[src/design/bmp_pixel_stream_blitter_core_assert.svh]
// Assertion macros for the BMP pixel stream blitter.
// Used by the top level; expects signals clk and rst in the including scope.
`ifndef BMP_PIXEL_STREAM_BLITTER_CORE_ASSERT_SVH
`define BMP_PIXEL_STREAM_BLITTER_CORE_ASSERT_SVH
`ifndef SYNTHESIS
`define BPSB_ASSERT(label, prop) \
  label: assert property (@(posedge clk) disable iff (rst) prop) \
    else $error("bpsb: assertion failed");
`define BPSB_ASSERT_ALWAYS(label, prop) \
  label: assert property (@(posedge clk) prop) \
    else $error("bpsb: assertion failed");
`else
`define BPSB_ASSERT(label, prop)
`define BPSB_ASSERT_ALWAYS(label, prop)
`endif
`endif

[src/design/bpsb_pkg.sv]
// Shared types, constants and helper functions of the BMP pixel stream blitter.
// No dependencies.
`timescale 1ns / 1ps
`default_nettype none
package bpsb_pkg;

  localparam int MaxImageDim = 4096;
  localparam int FramebufferBpp = 32;

  localparam int PIXEL_W = 8;
  localparam int DIM_W = 13;
  localparam int HEIGHT_W = 14;
  localparam int COL_W = 12;
  localparam int ROW_W = 13;
  localparam int ORIGIN_W = 12;
  localparam int SHIFTS_W = 20;
  localparam int ADDR_W = 26;
  localparam int WORD_W = FramebufferBpp;
  localparam int CFG_IDX_W = 3;
  localparam int CFG_DATA_W = SHIFTS_W;

  localparam int QueueDepth = 2;
  localparam int QPTR_W = $clog2(QueueDepth);
  localparam int QCNT_W = $clog2(QueueDepth + 1);

  typedef enum logic [CFG_IDX_W-1:0] {
    REG_DEPTH_MODE,
    REG_IMAGE_WIDTH,
    REG_IMAGE_HEIGHT,
    REG_X_ORIGIN,
    REG_Y_ORIGIN,
    REG_LINE_PITCH,
    REG_CHANNEL_SHIFTS
  } reg_index_t;

  typedef struct packed {
    logic                       depth_mode;
    logic [DIM_W-1:0]           image_width;
    logic signed [HEIGHT_W-1:0] image_height;
    logic [ORIGIN_W-1:0]        x_origin;
    logic [ORIGIN_W-1:0]        y_origin;
    logic [DIM_W-1:0]           line_pitch;
    logic [SHIFTS_W-1:0]        channel_shifts;
  } cfg_t;

  // One finished pixel with the position it belongs to.
  typedef struct packed {
    logic [PIXEL_W-1:0] blue;
    logic [PIXEL_W-1:0] green;
    logic [PIXEL_W-1:0] red;
    logic [PIXEL_W-1:0] alpha;
    logic [ROW_W-1:0]   row;
    logic [COL_W-1:0]   col;
    logic               final_write;
  } job_t;

  typedef struct packed {
    logic empty;
    logic full;
  } q_stat_t;

  function automatic logic [DIM_W-1:0] eff_width(input cfg_t c);
    return (c.image_width > DIM_W'(MaxImageDim)) ? DIM_W'(MaxImageDim) : c.image_width;
  endfunction

  function automatic logic height_negative(input cfg_t c);
    return c.image_height[HEIGHT_W-1];
  endfunction

  function automatic logic [DIM_W-1:0] eff_height(input cfg_t c);
    logic [HEIGHT_W-1:0] h;
    logic [HEIGHT_W-1:0] m;
    h = c.image_height;
    m = h[HEIGHT_W-1] ? (HEIGHT_W'(0) - h) : h;
    return (m > HEIGHT_W'(MaxImageDim)) ? DIM_W'(MaxImageDim) : m[DIM_W-1:0];
  endfunction

endpackage
`default_nettype wire

[src/design/bpsb_stream_if.sv]
// Valid/ready channel interfaces for the byte input and the framebuffer writes.
// Depends on bpsb_pkg.
`timescale 1ns / 1ps
`default_nettype none
interface bpsb_in_if;
  import bpsb_pkg::*;
  logic               valid;
  logic               ready;
  logic [PIXEL_W-1:0] pixel_byte;
  logic               image_start;
  modport source (output valid, pixel_byte, image_start, input ready);
  modport sink (input valid, pixel_byte, image_start, output ready);
endinterface

interface bpsb_out_if;
  import bpsb_pkg::*;
  logic              valid;
  logic              ready;
  logic [ADDR_W-1:0] write_address;
  logic [WORD_W-1:0] write_data;
  logic              final_write;
  modport source (output valid, write_address, write_data, final_write, input ready);
  modport sink (input valid, write_address, write_data, final_write, output ready);
endinterface
`default_nettype wire

[src/design/bpsb_front.sv]
// Front end: takes one byte per beat, tracks pixel, column, row and padding,
// and hands each finished pixel to the queue. Depends on bpsb_pkg, bpsb_stream_if.
`timescale 1ns / 1ps
`default_nettype none
module bpsb_front (
  input  logic              clk,
  input  logic              rst,
  bpsb_in_if.sink           pixels,
  input  bpsb_pkg::cfg_t    cfg,
  input  bpsb_pkg::q_stat_t q_stat,
  output logic              job_push,
  output bpsb_pkg::job_t    job
);
  import bpsb_pkg::*;

  logic [1:0]       byte_position, byte_position_next;
  logic [23:0]      pixel_assembly, pixel_assembly_next;
  logic [COL_W-1:0] column_count, column_count_next;
  logic [ROW_W-1:0] row_count, row_count_next;
  logic [1:0]       padding_left, padding_left_next;
  logic             image_done, image_done_next;

  logic               accept;
  logic [DIM_W-1:0]   w;
  logic [DIM_W-1:0]   h;
  logic [1:0]         last_pos;
  logic [PIXEL_W-1:0] b;
  logic [1:0]         pos0;
  logic [23:0]        asm0;
  logic [COL_W-1:0]   col0;
  logic [ROW_W-1:0]   row0;
  logic [1:0]         pad0;
  logic               done0;
  logic [COL_W:0]     col_inc;
  logic [ROW_W:0]     row_inc;
  logic               fin;

  assign pixels.ready = !q_stat.full;
  assign accept = pixels.valid && pixels.ready;
  assign w = eff_width(cfg);
  assign h = eff_height(cfg);
  assign last_pos = cfg.depth_mode ? 2'd3 : 2'd2;
  assign b = pixels.pixel_byte;

  // A start byte clears the counters before the byte itself is handled.
  always_comb begin
    if (pixels.image_start) begin
      pos0 = '0;
      asm0 = '0;
      col0 = '0;
      row0 = '0;
      pad0 = '0;
      done0 = (w == '0) || (h == '0);
    end else begin
      pos0 = byte_position;
      asm0 = pixel_assembly;
      col0 = column_count;
      row0 = row_count;
      pad0 = padding_left;
      done0 = image_done;
    end
  end

  always_comb begin
    byte_position_next = byte_position;
    pixel_assembly_next = pixel_assembly;
    column_count_next = column_count;
    row_count_next = row_count;
    padding_left_next = padding_left;
    image_done_next = image_done;
    job_push = 1'b0;
    fin = 1'b0;
    col_inc = {1'b0, col0} + (COL_W+1)'(1);
    row_inc = {1'b0, row0} + (ROW_W+1)'(1);
    if (accept) begin
      byte_position_next = pos0;
      pixel_assembly_next = asm0;
      column_count_next = col0;
      row_count_next = row0;
      padding_left_next = pad0;
      image_done_next = done0;
      if (!done0) begin
        if (pad0 != 2'd0) begin
          padding_left_next = pad0 - 2'd1;
        end else if (pos0 < last_pos) begin
          case (pos0)
            2'd0: pixel_assembly_next[7:0] = b;
            2'd1: pixel_assembly_next[15:8] = b;
            default: pixel_assembly_next[23:16] = b;
          endcase
          byte_position_next = pos0 + 2'd1;
        end else begin
          job_push = 1'b1;
          byte_position_next = 2'd0;
          if (col_inc >= w) begin
            column_count_next = '0;
            row_count_next = row_inc[ROW_W-1:0];
            if (row_inc >= {1'b0, h}) begin
              fin = 1'b1;
              image_done_next = 1'b1;
            end else begin
              // Rows of 24-bit images pad to four bytes: width mod 4 bytes.
              padding_left_next = cfg.depth_mode ? 2'd0 : w[1:0];
            end
          end else begin
            column_count_next = col_inc[COL_W-1:0];
          end
        end
      end
    end
  end

  always_comb begin
    job.blue = asm0[7:0];
    job.green = asm0[15:8];
    job.red = cfg.depth_mode ? asm0[23:16] : b;
    job.alpha = cfg.depth_mode ? b : '0;
    job.row = row0;
    job.col = col0;
    job.final_write = fin;
  end

  always_ff @(posedge clk) begin
    if (rst) begin
      byte_position <= '0;
      pixel_assembly <= '0;
      column_count <= '0;
      row_count <= '0;
      padding_left <= '0;
      image_done <= 1'b1;
    end else begin
      byte_position <= byte_position_next;
      pixel_assembly <= pixel_assembly_next;
      column_count <= column_count_next;
      row_count <= row_count_next;
      padding_left <= padding_left_next;
      image_done <= image_done_next;
    end
  end

endmodule
`default_nettype wire

[src/design/bpsb_queue.sv]
// Short pixel queue between the front end and the write pipeline.
// Depends on bpsb_pkg.
`timescale 1ns / 1ps
`default_nettype none
module bpsb_queue (
  input  logic              clk,
  input  logic              rst,
  input  logic              push,
  input  bpsb_pkg::job_t    push_job,
  input  logic              pop,
  output bpsb_pkg::job_t    head,
  output bpsb_pkg::q_stat_t q_stat
);
  import bpsb_pkg::*;

  job_t              entries [QueueDepth];
  logic [QPTR_W-1:0] wr_ptr;
  logic [QPTR_W-1:0] rd_ptr;
  logic [QCNT_W-1:0] count;

  function automatic logic [QPTR_W-1:0] ptr_inc(input logic [QPTR_W-1:0] p);
    return (p == QPTR_W'(QueueDepth - 1)) ? '0 : p + QPTR_W'(1);
  endfunction

  assign head = entries[rd_ptr];
  assign q_stat.empty = (count == '0);
  assign q_stat.full = (count == QCNT_W'(QueueDepth));

  always_ff @(posedge clk) begin
    if (push) begin
      entries[wr_ptr] <= push_job;
    end
  end

  always_ff @(posedge clk) begin
    if (rst) begin
      wr_ptr <= '0;
      rd_ptr <= '0;
      count <= '0;
    end else begin
      if (push) begin
        wr_ptr <= ptr_inc(wr_ptr);
      end
      if (pop) begin
        rd_ptr <= ptr_inc(rd_ptr);
      end
      if (push && !pop) begin
        count <= count + QCNT_W'(1);
      end else if (pop && !push) begin
        count <= count - QCNT_W'(1);
      end
    end
  end

endmodule
`default_nettype wire

[src/design/bpsb_back.sv]
// Write pipeline: row and word packing, then the address multiply-add into
// the output register. Depends on bpsb_pkg, bpsb_stream_if.
`timescale 1ns / 1ps
`default_nettype none
module bpsb_back (
  input  logic           clk,
  input  logic           rst,
  input  bpsb_pkg::cfg_t cfg,
  input  bpsb_pkg::job_t head,
  input  logic           head_valid,
  output logic           pop,
  bpsb_out_if.source     writes
);
  import bpsb_pkg::*;

  logic              a_valid;
  logic [ADDR_W-1:0] a_y;
  logic [WORD_W-1:0] a_data;
  logic [COL_W-1:0]  a_col;
  logic              a_final;

  logic              b_advance;
  logic              a_advance;
  logic [ADDR_W-1:0] y_calc;
  logic [WORD_W-1:0] data_calc;
  logic [ADDR_W-1:0] prod;
  logic [ADDR_W-1:0] addr_calc;

  function automatic logic [WORD_W-1:0] place(input logic [PIXEL_W-1:0] v,
                                              input logic [4:0] sh);
    return {(WORD_W-PIXEL_W)'(0), v} << sh;
  endfunction

  assign b_advance = !writes.valid || writes.ready;
  assign a_advance = !a_valid || b_advance;
  assign pop = head_valid && a_advance;

  always_comb begin
    if (height_negative(cfg)) begin
      y_calc = ADDR_W'(cfg.y_origin) + ADDR_W'(head.row);
    end else begin
      y_calc = ADDR_W'(cfg.y_origin) + ADDR_W'(eff_height(cfg)) - ADDR_W'(1)
             - ADDR_W'(head.row);
    end
    data_calc = place(head.alpha, cfg.channel_shifts[19:15])
              | place(head.red, cfg.channel_shifts[14:10])
              | place(head.green, cfg.channel_shifts[9:5])
              | place(head.blue, cfg.channel_shifts[4:0]);
    prod = a_y * ADDR_W'(cfg.line_pitch);
    addr_calc = prod + ADDR_W'(cfg.x_origin) + ADDR_W'(a_col);
  end

  always_ff @(posedge clk) begin
    if (rst) begin
      a_valid <= 1'b0;
      writes.valid <= 1'b0;
    end else begin
      if (a_advance) begin
        a_valid <= pop;
      end
      if (b_advance) begin
        writes.valid <= a_valid;
      end
    end
  end

  always_ff @(posedge clk) begin
    if (pop) begin
      a_y <= y_calc;
      a_data <= data_calc;
      a_col <= head.col;
      a_final <= head.final_write;
    end
    if (b_advance && a_valid) begin
      writes.write_address <= addr_calc;
      writes.write_data <= a_data;
      writes.final_write <= a_final;
    end
  end

endmodule
`default_nettype wire

[src/design/bmp_pixel_stream_blitter_core.sv]
// Top level of the BMP pixel stream blitter: configuration registers, front end,
// pixel queue and write pipeline. Depends on bpsb_pkg, bpsb_stream_if and the
// modules bpsb_front, bpsb_queue, bpsb_back.
`timescale 1ns / 1ps
`default_nettype none
`include "bmp_pixel_stream_blitter_core_assert.svh"

// The block takes one byte of BMP pixel data per beat on the pixels channel and
// turns each completed pixel into one framebuffer write beat on the writes
// channel, with the address row * line_pitch + column and the pixel packed by
// the four channel shifts. A beat with image_start set begins a new image and is
// itself the first data byte. Bytes are accepted at one per clock cycle as long
// as the writes side keeps up; the front end handles each byte in the cycle it
// is taken, and the write beat of its last byte goes through the queue entry,
// the row/pack register and then the address multiply-add into the output
// register. A two-entry queue lets bytes keep flowing while the output waits,
// and input ready drops only when that queue is full.
// Configuration registers are written through cfg_write, cfg_index and
// cfg_data, and should be changed only while no write is outstanding.
module bmp_pixel_stream_blitter_core (
  input  logic                               clk,
  input  logic                               rst,
  bpsb_in_if.sink                            pixels,
  bpsb_out_if.source                         writes,
  input  logic                               cfg_write,
  input  logic [bpsb_pkg::CFG_IDX_W-1:0]     cfg_index,
  input  logic [bpsb_pkg::CFG_DATA_W-1:0]    cfg_data
);
  import bpsb_pkg::*;

  cfg_t    cfg;
  job_t    job;
  job_t    head;
  logic    job_push;
  logic    q_pop;
  q_stat_t q_stat;

  // Configuration registers, written one at a time by index.
  always_ff @(posedge clk) begin
    if (rst) begin
      cfg.depth_mode <= 1'b0;
      cfg.image_width <= '0;
      cfg.image_height <= '0;
      cfg.x_origin <= '0;
      cfg.y_origin <= '0;
      cfg.line_pitch <= DIM_W'(1);
      cfg.channel_shifts <= '0;
    end else if (cfg_write) begin
      case (cfg_index)
        REG_DEPTH_MODE: cfg.depth_mode <= cfg_data[0];
        REG_IMAGE_WIDTH: cfg.image_width <= cfg_data[DIM_W-1:0];
        REG_IMAGE_HEIGHT: cfg.image_height <= cfg_data[HEIGHT_W-1:0];
        REG_X_ORIGIN: cfg.x_origin <= cfg_data[ORIGIN_W-1:0];
        REG_Y_ORIGIN: cfg.y_origin <= cfg_data[ORIGIN_W-1:0];
        REG_LINE_PITCH: cfg.line_pitch <= cfg_data[DIM_W-1:0];
        REG_CHANNEL_SHIFTS: cfg.channel_shifts <= cfg_data[SHIFTS_W-1:0];
        default: begin
        end
      endcase
    end
  end

  // Byte classification and pixel/row/column tracking.
  bpsb_front u_front (
    .clk      (clk),
    .rst      (rst),
    .pixels   (pixels),
    .cfg      (cfg),
    .q_stat   (q_stat),
    .job_push (job_push),
    .job      (job)
  );

  // Finished pixels wait here so that the front end need not stall on the output.
  bpsb_queue u_queue (
    .clk      (clk),
    .rst      (rst),
    .push     (job_push),
    .push_job (job),
    .pop      (q_pop),
    .head     (head),
    .q_stat   (q_stat)
  );

  // Address and data computation into the output register.
  bpsb_back u_back (
    .clk        (clk),
    .rst        (rst),
    .cfg        (cfg),
    .head       (head),
    .head_valid (!q_stat.empty),
    .pop        (q_pop),
    .writes     (writes)
  );

  // The front end must never complete a pixel into a full queue.
  `BPSB_ASSERT(a_no_push_when_full, job_push |-> !q_stat.full)
  // The write pipeline only reads the queue when it holds a pixel.
  `BPSB_ASSERT(a_no_pop_when_empty, q_pop |-> !q_stat.empty)
  // Reset leaves no write beat on the output.
  `BPSB_ASSERT_ALWAYS(a_reset_clears_output, rst |=> !writes.valid)

endmodule
`default_nettype wire

[src/flat_wrapper.sv]
// flat-port wrapper written by rule: the top's interface ports become plain ports
module bmp_pixel_stream_blitter_core_flat import bpsb_pkg::*;
  (clk, rst, cfg_write, cfg_index, cfg_data, pixels_valid, pixels_pixel_byte, pixels_image_start, pixels_ready, writes_valid, writes_write_address, writes_write_data, writes_final_write, writes_ready);
  bpsb_in_if pixels_i ();
  bpsb_out_if writes_i ();
  input  logic clk;
  input  logic rst;
  input  logic cfg_write;
  input  logic [bpsb_pkg::CFG_IDX_W-1:0] cfg_index;
  input  logic [bpsb_pkg::CFG_DATA_W-1:0] cfg_data;
  input wire logic [$bits(pixels_i.valid)-1:0] pixels_valid;
  input wire logic [$bits(pixels_i.pixel_byte)-1:0] pixels_pixel_byte;
  input wire logic [$bits(pixels_i.image_start)-1:0] pixels_image_start;
  output wire logic [$bits(pixels_i.ready)-1:0] pixels_ready;
  output wire logic [$bits(writes_i.valid)-1:0] writes_valid;
  output wire logic [$bits(writes_i.write_address)-1:0] writes_write_address;
  output wire logic [$bits(writes_i.write_data)-1:0] writes_write_data;
  output wire logic [$bits(writes_i.final_write)-1:0] writes_final_write;
  input wire logic [$bits(writes_i.ready)-1:0] writes_ready;
  assign pixels_i.valid = pixels_valid;
  assign pixels_i.pixel_byte = pixels_pixel_byte;
  assign pixels_i.image_start = pixels_image_start;
  assign pixels_ready = pixels_i.ready;
  assign writes_valid = writes_i.valid;
  assign writes_write_address = writes_i.write_address;
  assign writes_write_data = writes_i.write_data;
  assign writes_final_write = writes_i.final_write;
  assign writes_i.ready = writes_ready;
  bmp_pixel_stream_blitter_core u_core (.clk(clk), .rst(rst), .pixels(pixels_i), .writes(writes_i), .cfg_write(cfg_write), .cfg_index(cfg_index), .cfg_data(cfg_data));
endmodule
[config.mk]
export PLATFORM = sky130hd
export DESIGN_NAME = bmp_pixel_stream_blitter_core_flat
export DESIGN_NICKNAME = d
export VERILOG_FILES = /design/src/design/bpsb_pkg.sv /design/src/design/bpsb_stream_if.sv /design/src/design/bpsb_front.sv /design/src/design/bpsb_queue.sv /design/src/design/bpsb_back.sv /design/src/design/bmp_pixel_stream_blitter_core.sv /design/src/flat_wrapper.sv
export VERILOG_INCLUDE_DIRS = /design/src /design/src/design
export SDC_FILE = /design/constraint.sdc
export NUM_CORES = 1
export LEC_CHECK = 0
export BUFFER_PORTS_ARGS = -buffer_cell sky130_fd_sc_hd__buf_2
export CORE_MARGIN = 3
export CORE_UTILIZATION = 45
export CTS_CLUSTER_SIZE = 25
export DETAILED_ROUTE_END_ITERATION = 8
export GPL_TIMING_DRIVEN = 0
export MAX_ROUTING_LAYER = met4
export SLEW_MARGIN = 20
export SYNTH_ARGS = -nofsm -noshare
export SYNTH_HDL_FRONTEND = slang
export SYNTH_HIERARCHICAL = 1
export SYNTH_SLANG_ARGS = --single-unit
export TNS_END_PERCENT = 30
[constraint.sdc]
create_clock -name clk -period 19.3 [get_ports clk]
set_input_delay 1.93 -clock clk [delete_from_list [all_inputs] [get_ports clk]]
set_output_delay 1.93 -clock clk [all_outputs]
set_load 0.05 [all_outputs]
**After elaboration in Yosys (flattened, before gate mapping)**

Memories as Yosys holds them, arrays and structs flattened. A register that Yosys moved wholly into a read port is not among the register bits.
Index checks and enable logic that the tools add are counted.

- Register bits: 275
- Bits in latches: 0
- RAM bits: 116
- ROM bits: 0
- Bits of input ports: 37
- Output and inout bits: 61
- Word-level logic and storage cells: 146
- Memories: 1

Memories:

| memory | words | bits a word | read ports | clocked after Yosys merged registers in | wr ports | line | RTL |
|---|---|---|---|---|---|---|---|
| u_core.u_queue.entries | 2 | 58 | 1 | 1 | 1 | bpsb_queue.sv:16 | `job_t entries [QueueDepth];` |

- Add/subtract/negate cells: 15
- Multiply operators: 1
- Divide/modulo/power cells: 0
- Order comparisons: 5
- Equality and inequality tests: 8
- Shifts and indexed selects: 4
- Multiplexer cells: 55
- Bitwise operators: 3
- Reduce and logical (&&, ||, !) cells: 29

Operators with widths:

| kind | count |
|---|---|
| 8-bit by 5-bit left shift with 32-bit output | 4 |
| 24-bit two-way mux | 4 |
| 32-bit OR | 3 |
| 13-bit two-way mux | 7 |
| 12-bit two-way mux | 5 |
| 26-bit by 12-bit adder with 26-bit output | 2 |
| 8-bit two-way mux | 5 |
| 12-bit by 13-bit adder with 14-bit output | 2 |
| 13-bit zero test | 2 |
| 26-bit by 13-bit multiplier with 26-bit output | 1 |
| 2-bit two-way mux | 13 |
| 26-bit two-way mux | 1 |
| 1-bit two-way mux | 19 |
| 15-bit by 14-bit subtractor with 16-bit output | 1 |
| 14-bit by 1-bit subtractor with 15-bit output (second input constant) | 1 |
| 13-bit by 1-bit adder with 14-bit output (second input constant) | 1 |
| 14-bit by 13-bit greater-or-equal comparator with 1-bit output | 1 |
| 14-bit by 13-bit greater-than comparator with 1-bit output (second input constant) | 1 |
| 14-bit two-way mux | 1 |
| 2-bit AND reduction | 7 |
| 1-bit by 14-bit subtractor with 14-bit output (first input constant) | 1 |
| 12-bit by 1-bit adder with 13-bit output (second input constant) | 1 |
| 13-bit greater-or-equal comparator | 1 |
| 13-bit greater-than comparator (second input constant) | 1 |
| 16 further kinds | 35 |

**Longest topological paths before layout**

Gate-level depths: netlist (run 1).

- Depth in word-level cells: 13
- Gate-level depth with buffers: 25

**Modules after synthesis**

Netlist (run 1), hierarchy kept.

By module, submodules not included:

| module | instances | cells each | area an instance (um2) |
|---|---|---|---|
| bpsb_back | 1 | 1,745 | 16,573.4 |
| bpsb_front | 1 | 616 | 4,717.0 |
| bpsb_queue | 1 | 202 | 4,464.3 |
| bmp_pixel_stream_blitter_core | 1 | 311 | 3,530.9 |

**Worst setup path before layout (run 1)**

No wires, ideal clock.

- Kind: input port to flip-flop
- Start: in writes_ready
- End: reg u_core.u_queue.count[1]
- Library setup time: 0.070 ns
- Arrival time: 8.285 ns
- Required time: 19.230 ns
- Slack: 10.945 ns
- Cell stages on the path: 6
- Buffers on the path: 0
- Path through: nor2b_1 > a21boi_0 > inv_1 > ha_1 > or3_1 > a21oi_1

- Longest elaborated chain between the ends: 6

Ends and longest elaborated chain:

| item | line | RTL |
|---|---|---|
| start: declaration | flat_wrapper.sv:19 | `input wire logic [$bits(writes_i.ready)-1:0] writes_ready;` |
| 1-bit logical OR * | bpsb_back.sv:34 | `assign b_advance = !writes.valid \|\| writes.ready;` |
| 1-bit logical OR * | bpsb_back.sv:35 | `assign a_advance = !a_valid \|\| b_advance;` |
| 1-bit logical AND * | bpsb_back.sv:36 | `assign pop = head_valid && a_advance;` |
| net u_core.q_pop | bmp_pixel_stream_blitter_core.sv:35 | `logic q_pop;` |
| 1-bit zero test | bpsb_queue.sv:47 | `if (push && !pop) begin` |
| 1-bit logical AND | bpsb_queue.sv:47 |  |
| 2-bit two-way mux or 2-bit nonzero test (tied branches) | n/a |  |
| end signal: assignment | bpsb_queue.sv:48 | `count <= count + QCNT_W'(1);` |
| end signal: assignment | bpsb_queue.sv:50 | `count <= count - QCNT_W'(1);` |
| end: declaration | bpsb_queue.sv:19 | `logic [QCNT_W-1:0] count;` |

Mark *: on every way through the listed nets, which the timed path passes. The rest lies on a longest branch.
A chain may end at the register's enable or synchronous reset.

==> impl_metrics.ini, run 1 <==
[run_status]
outcome = finished clean

[drt]
num_vias = 21800
drt_iter0_markers = 1713
routedWlPerCell_microns = 21.8
remaining_drc_errors = 0
via_per_inst = 5.59
first_pass_iters = 5
drtAntennaViolNets = 0
routed_wl_microns = 85200

[cts]
cts_resized = 0
postCtsSetupRepairBufs = 0
clockRootBuffer = clkbuf_16
path_clk_slew_ps = 60
cts.path.max_buffers = 3
cts_buffers = 44
tritoncts = done
cts_sinks = 389
holdBufCountCts = 0
htreeDepth = 2
clkLatencyLatePin_ps = 600

[global_routing]
grt_overflow = 0
grt_pass1_wl_microns = 131000
grt_usage_pct = 25.8
antenna_found_initial = 1
gr-usage-met2_pct = 38.8
met1_usage_pct = 37.0
grt_pass1_vias = 21900
grtUsageMet3_pct = 3.44
busiest_layer = met2
grt_max_degree = 39

[worst_setup_path]
end_kind = register
crit_top_cell = clkbuf_1
slowest_delay_ps = 800
crit_chain = buf_2, clkbuf_1, clkbuf_1, clkbuf_1, clkbuf_1, clkbuf_1, nor2b_1, ha_1, nand4_1, nor2_1, and3_1, and3_1, xor2_1, ha_1, nand4_1, nor4_1, a2111oi_1, a211oi_2, and2_1, buf_2, nand3b_1, a21oi_1
critical_path_class = in -> reg
crit_path_top_delay_cell = a211oi_2
cp_data_arrival_time_ps = 8670
required_ps = 19810
startpoint_type = input pin
cp_max_fo = 10

[power]
clockPowerShare_pct = 25.4
p_sw_share_pct = 38.9
ir_drop_mv = 0.0923
powerDensity_nw_per_um2 = 104
finalPower_mw = 3.38
combPwrFrac_pct = 41.1
p_int_mw = 2.07
p_sw_mw = 1.31
pwr-share-seq_pct = 33.5
p_leak_nw = 13.3

[floorplanning]
io_pins = 98
core_area_sq_um = 63800
num_rows = 92
die_width_microns = 261
die_h_microns = 261
initial_core_util_pct = 45.9
dieArea_sq_um = 68200

[timing]
max_freq_mhz = 123
slew_headroom_pct = 32.5
fin_tns_setup_ps = 0
slew_viol_final = 0
clock_skew_ps = 44.4
timing_hold_violations_final = 0
setup_viol = 0
rsz0062_at_grt = no
period_share_pct = 42.3
min_period_ps = 8160
worst_pin_slew_ps = 1000

[synthesis]
synth_edf_count = 243
syn_area_per_cell_sq_um = 10.2
synthArstFlopShare_pct = 0
synth_flop_cell = edfxtp_1
synth_fp_nets = 3260
synth_cells = 2874
ys_warn_count = 6
synth_cell_type_count = 112
synth-seq-cells = 389
seq_area_frac_synth_pct = 34.9
mappedNetlistArea_sq_um = 29300

[cells_and_area]
num-nets-final = 3407
instances_no_fill = 3903
nFillCells = 5815
area_growth_pct = 11.1
layout_commonest_cell = nand2_1
drive_gt1_share_pct = 11.3
final_cell_mix = 296 x nand2_1, 291 x inv_1, 243 x edfxtp_1

[placement]
dp_hpwl_microns = 66900
port_buffers = 93
place_inst = 3821
gp_congestion = 0.942

[job]
drv_cap = 0

[hold_path]
hold_path_class = reg -> reg
synthesized netlist by cell type (7+ instances only):
cell | number | area [sq um]
fa_1 | 215 | 4300
edfxtp_1 | 243 | 7300
ha_1 | 134 | 1680
o31ai_1 | 13 | 97.6
mux2_2 | 62 | 698
buf_6 | 10 | 113
a31oi_1 | 11 | 68.8
nand3_1 | 32 | 160
nand3b_1 | 13 | 97.6
nand4_1 | 12 | 75.1
o21ai_0 | 82 | 410
o21a_1 | 10 | 75.1
nor4_1 | 10 | 62.6
a22o_1 | 28 | 245
and3_1 | 10 | 62.6
buf_2 | 20 | 100
o211ai_1 | 13 | 97.6
nor3_1 | 28 | 140
mux2i_1 | 130 | 1300
nor2_1 | 128 | 480
inv_1 | 291 | 1090
nand2b_1 | 133 | 832
buf_4 | 10 | 75.1
and2_1 | 107 | 669
a31o_2 | 7 | 61.3
a221o_1 | 7 | 70.1
xor2_1 | 46 | 403
o21ai_1 | 18 | 90.1
or3_1 | 15 | 93.8
a21o_1 | 29 | 218
a22oi_1 | 34 | 255
o22ai_1 | 14 | 87.6
xnor2_1 | 67 | 587
a21oi_1 | 98 | 490
mux2_4 | 20 | 300
clkbuf_1 | 98 | 368
a211oi_1 | 14 | 105
nand2_1 | 296 | 1110
o21bai_1 | 10 | 75.1
dfxtp_1 | 146 | 2920
nor2b_1 | 60 | 375
through the flow:
step,hold slack [ps],instance area (sq um),util [%],setup WS [ps]
2_1_floorplan,400,29300,-,10940
3_5_place_dp,405,31000,48.7,10750
5_1_grt,424,32500,51.0,10860
4_1_cts,415,32500,51.0,11350
3_3_place_gp,402,30800,48.3,7720
6_report,418,32500,51.0,11140
registers in the layout, summed over array words and instances (netlist names), named ones only:
register and cells:
u_core/u_back/a_valid 1, u_core/u_back/writes.write_data 32, u_core/u_back/writes.valid 1, u_core/u_back/a_col 12, u_core/u_back/writes.final_write 1, u_core/u_front/row_count 13, u_core/u_queue/wr_ptr 1, u_core/u_back/a_final 1
u_core/u_front/byte_position 2, u_core/u_queue/count 2, u_core/u_front/image_done 1, u_core/u_front/padding_left 2, u_core/u_queue/entries 116, u_core/u_front/pixel_assembly 24, u_core/u_back/a_y 23, u_core/cfg 85
u_core/u_front/column_count 12, u_core/u_back/writes.write_address 26, u_core/u_queue/rd_ptr 1, u_core/u_back/a_data 32
power groups by stage:
stage                     registers, mW  clock network (mW)  logic [mW]
final                              1.13               0.860        1.39
after detailed placement           1.15                   0        1.38
after floorplan                    1.27                   0       0.867
after global placement             1.18                   0        1.33
after global routing               1.14               0.915        1.55
after CTS                          1.13               0.882        1.39
cells by family (layout without fill, tap and decap cells):
logic type                 after synthesis  after routing  synth area share [%]
DFF                                    389            389                  34.9
adders and majority gates              349            349                  20.4
other                                    0              1                     0
buffers and inverters                  440            622                  6.17
muxes                                  213            213                  7.89
xor gates and xnor gates               113            113                  3.38
AOI/OAI and AO/OA                      475            475                  11.2
and+or+nand+nor                        895            895                  16.0
per-layer routing:
layer | share of wire (%) | up-vias
met5 | 0 | -
met3 | 6.0 | 145
met1 | 47 | 10700
met2 | 44 | 738
li1 | - | 10200
met4 | 2.5 | 0
worst max-delay path, delay by kind of cell:
kind | cells | cell delay [ps]
buf+inv | 7 | 2960
simple gates | 9 | 1840
compound gates | 3 | 1110
fa+ha+maj | 2 | 630
xor+xnor | 1 | 170
path summary, 6_finish.rpt:
| path | start | to | slack [ps] | depth (start not counted) |
|---|---|---|---|---|
| max reg2reg | u_core/cfg[26]$_SDFFE_PP0P_ | u_core/u_back/writes.write_address[24]$_DFFE_PP_ | 12770 | 20 |
| max | pixels_image_start | u_core/u_front/row_count[9]$_SDFFE_PP0P_ | 11140 | 22 |
| min | u_core/u_back/a_final$_DFFE_PP_ | u_core/u_back/writes.final_write$_DFFE_PP_ | 420 | 0 |
| min reg2reg | u_core/u_back/a_final$_DFFE_PP_ | u_core/u_back/writes.final_write$_DFFE_PP_ | 420 | 0 |
cell type report:
cell class              count  area (sq um)  share of cell area (%)
diodes                      1          2.50                 0.00769
plain buffers             142           687                    2.11
clock buffers              52          1150                    3.54
clock inverters            29           340                    1.05
inverters                 298          1120                    3.44
multi-input cells        2045         17300                    53.2
flip-flops and latches    389         10200                    31.4
well taps                 846          1060                    3.25
repair buffers            101           656                    2.02
Power figures use the tool's default switching activity.
==> run 2, diff against run 1 <==
--- a/config.mk
+++ b/config.mk
@@ -6,6 +6,7 @@
 export SDC_FILE = /design/constraint.sdc
 export NUM_CORES = 1
 export LEC_CHECK = 0
+export ABC_AREA = 1
 export BUFFER_PORTS_ARGS = -buffer_cell sky130_fd_sc_hd__buf_2
 export CORE_MARGIN = 3
 export CORE_UTILIZATION = 45
==> constraint.sdc (replaced) <==
create_clock -name clk -period 7.4 [get_ports clk]
set_input_delay 0.74 -clock clk [delete_from_list [all_inputs] [get_ports clk]]
set_output_delay 0.74 -clock clk [all_outputs]
set_load 0.05 [all_outputs]
==> run 2 against run 1 <==
Compared with the run above:
- register-to-register slack worse by 12000 ps
- sequential cell count stayed put
- count of clock-buffer cells in the layout is 3 higher
- via count is 30% higher
- non-clock buffer count is 52 higher
- setup slack worse by 10000 ps
==> impl_metrics.ini, run 2 <==
[run_status]
outcome = finished clean

[drt]
drt_iter0_markers = 2478
routedWlPerCell_microns = 18.1
via_per_inst = 5.24
num_vias = 28300
routed_wl_microns = 97900
remaining_drc_errors = 0
drtAntennaViolNets = 0
first_pass_iters = 6

[cts]
clkLatencyLatePin_ps = 610
htreeDepth = 2
postCtsSetupRepairBufs = 0
path_clk_slew_ps = 60
clockRootBuffer = clkbuf_16
holdBufCountCts = 0
cts_buffers = 46
tritoncts = done
cts.path.max_buffers = 3
cts_sinks = 389
cts_resized = 0

[timing]
setup_ws_ps = 1170
setup_viol = 0
worst_pin_slew_ps = 740
rsz0062_at_grt = no
timing_hold_violations_final = 0
period_share_pct = 84.2
max_freq_mhz = 161
clock_skew_ps = 41.7
fin_tns_setup_ps = 0
slew_headroom_pct = 50.7
min_period_ps = 6230
slew_viol_final = 0

[synthesis]
ys_warn_count = 6
synthTopCellsByCount = 1202 x nand2_1, 662 x inv_1, 370 x nor2_1
seq_area_frac_synth_pct = 31.8
synth_cell_type_count = 56
syn_area_per_cell_sq_um = 7.51
yosysMostFrequentCell = nand2_1
synth_edf_count = 243
synth-seq-cells = 389
synth_largest_area_cell = edfxtp_1
synth_fp_nets = 4660
synth_cells = 4274
synthArstFlopShare_pct = 0
synthTopCellsByArea = edfxtp_1 23%, nand2_1 14%, fa_1 13%, dfxtp_1 9.1%, inv_1 7.7%
synth_top_cell_area_share_pct = 22.7
synth_flop_cell = edfxtp_1
mappedNetlistArea_sq_um = 32100

[cells_and_area]
final_cell_mix = 1202 x nand2_1, 660 x inv_1, 369 x nor2_1
drive_gt1_share_pct = 8.34
final_util_pct = 50.4
area_growth_pct = 10.6
layout_commonest_cell = nand2_1
top_regs = u_core/u_queue/entries x116, u_core/cfg x85
top_register = u_core/u_queue/entries
final_area_sq_um = 35500
num-nets-final = 4811
largest_reg_flops = 116

[worst_setup_path]
end_kind = register
critical_path_class = reg -> reg
startpoint_type = register
cp_max_fo = 10
worst_r2r_endpoint = u_core/u_back/writes.write_address[16]$_DFFE_PP_
r2r_cells = 20
timing.reg2reg.setup_slack_ps = 1170
rr_startpoint = u_core/cfg[26]$_SDFFE_PP0P_
required_ps = 7720
cp_data_arrival_time_ps = 6550

[floorplanning]
initial_core_util_pct = 45.6
die_h_microns = 273
core_area_sq_um = 70400
die_width_microns = 273
io_pins = 98
num_rows = 97
dieArea_sq_um = 74600

[power]
powerDensity_nw_per_um2 = 322
finalPower_mw = 11.4
p_leak_nw = 16.5
ir_drop_mv = 0.372

[placement]
port_buffers = 96
dpl_worst_slack_ps = 1150
placed_area_sq_um = 33900
gp_congestion = 0.975
dp_hpwl_microns = 77900

[hold_path]
min_path_cells = 0
min_from = u_core/u_back/a_data[1]$_DFFE_PP_
min_to = u_core/u_back/writes.write_data[1]$_DFFE_PP_
hold_path_class = reg -> reg

[global_routing]
grt_max_degree = 46
grt_pass1_wl_microns = 152000
grt_pass1_vias = 26400
antenna_found_initial = 4
grt_overflow = 0
grt_usage_pct = 26.8

[job]
drv_cap = 0
[run 2: cell types whose count changed after synthesis, sizes merged, moves of 82 or more]
cell and change:
a21oi +82, and2 -103, inv +383, mux2i -129
nand2 +913, nand2b -133, nand3 +330, nor2 +257
o21ai +112
[run 2: kinds of logic (layout without fill, tap and decap cells)]
family / count (synthesis) / after routing / synth area share [%]
fa+ha+maj: 349 / 349 / 18.6
flops: 389 / 389 / 31.8
other cells: 0 / 3 / 0
simple gates: 2084 / 2084 / 27.0
xor+xnor: 58 / 58 / 1.58
compound gates: 462 / 462 / 7.90
mux: 59 / 59 / 2.30
buf+inv: 873 / 1060 / 10.7
[run 2: stage by stage]
stage          hold WS (ps)  instances
6_report                413       5404
5_1_grt                 426       5403
4_1_cts                 401       5401
3_5_place_dp            405       5317
3_3_place_gp            401       5310
2_1_floorplan           400       4274
[run 2: worst max-delay path by stage]
stage                                            from                                               end  cells after the start
final                     u_core/cfg[26]$_SDFFE_PP0P_  u_core/u_back/writes.write_address[16]$_DFFE_PP_                     20
after global routing      u_core/cfg[26]$_SDFFE_PP0P_  u_core/u_back/writes.write_address[20]$_DFFE_PP_                     20
after CTS                 u_core/cfg[26]$_SDFFE_PP0P_  u_core/u_back/writes.write_address[20]$_DFFE_PP_                     20
after detailed placement  u_core/cfg[26]$_SDFFE_PP0P_  u_core/u_back/writes.write_address[20]$_DFFE_PP_                     20
after global placement             pixels_image_start            u_core/u_queue/entries[0][9]$_DFFE_PP_                     11
after floorplan           u_core/cfg[24]$_SDFFE_PP0P_  u_core/u_back/writes.write_address[16]$_DFFE_PP_                     21
[run 2: where the power goes]
| group | leakage (nW) | internal (mW) | switching [mW] |
|---|---|---|---|
| combinational | 12.3 | 1.93 | 4.08 |
| clock | 0.759 | 1.33 | 0.951 |
| sequential | 3.42 | 2.94 | 0.203 |
[run 2: layout make-up]
cell class / instances / area (sq um)
fill: 6995 / 34900
buffer: 192 / 882
clock inverter: 29 / 323
inverter: 681 / 2560
sequential: 389 / 10200
timing repair buffer: 103 / 658
antenna: 3 / 7.51
multi-input combinational: 3012 / 18500
tap: 940 / 1180
clock buffer: 55 / 1210
[run 2: per-layer routing]
| layer | global-route usage [%] | vias up | wire length, microns |
|---|---|---|---|
| li1 | - | 13900 | - |
| met1 | 38.5 | 13300 | 46000 |
| met2 | 40.9 | 990 | 43000 |
| met3 | 3.56 | 127 | 7150 |
| met4 | 5.32 | 0 | 1870 |
| met5 | - | - | 0 |
[run 2: worst max-delay path, stage by stage (launching register included)]
cell and delay, ps:
dfxtp_1 400, clkbuf_1 550, buf_1 540, nand2_1 140
fa_1 480, fa_1 400, inv_1 70, fa_1 440
fa_1 540, inv_1 50, fa_1 530, inv_1 50
fa_1 470, ha_1 340, inv_1 100, o21bai_1 100
a31oi_1 270, nand3_1 180, nand2_1 90, nand2_1 60
xor2_1 150
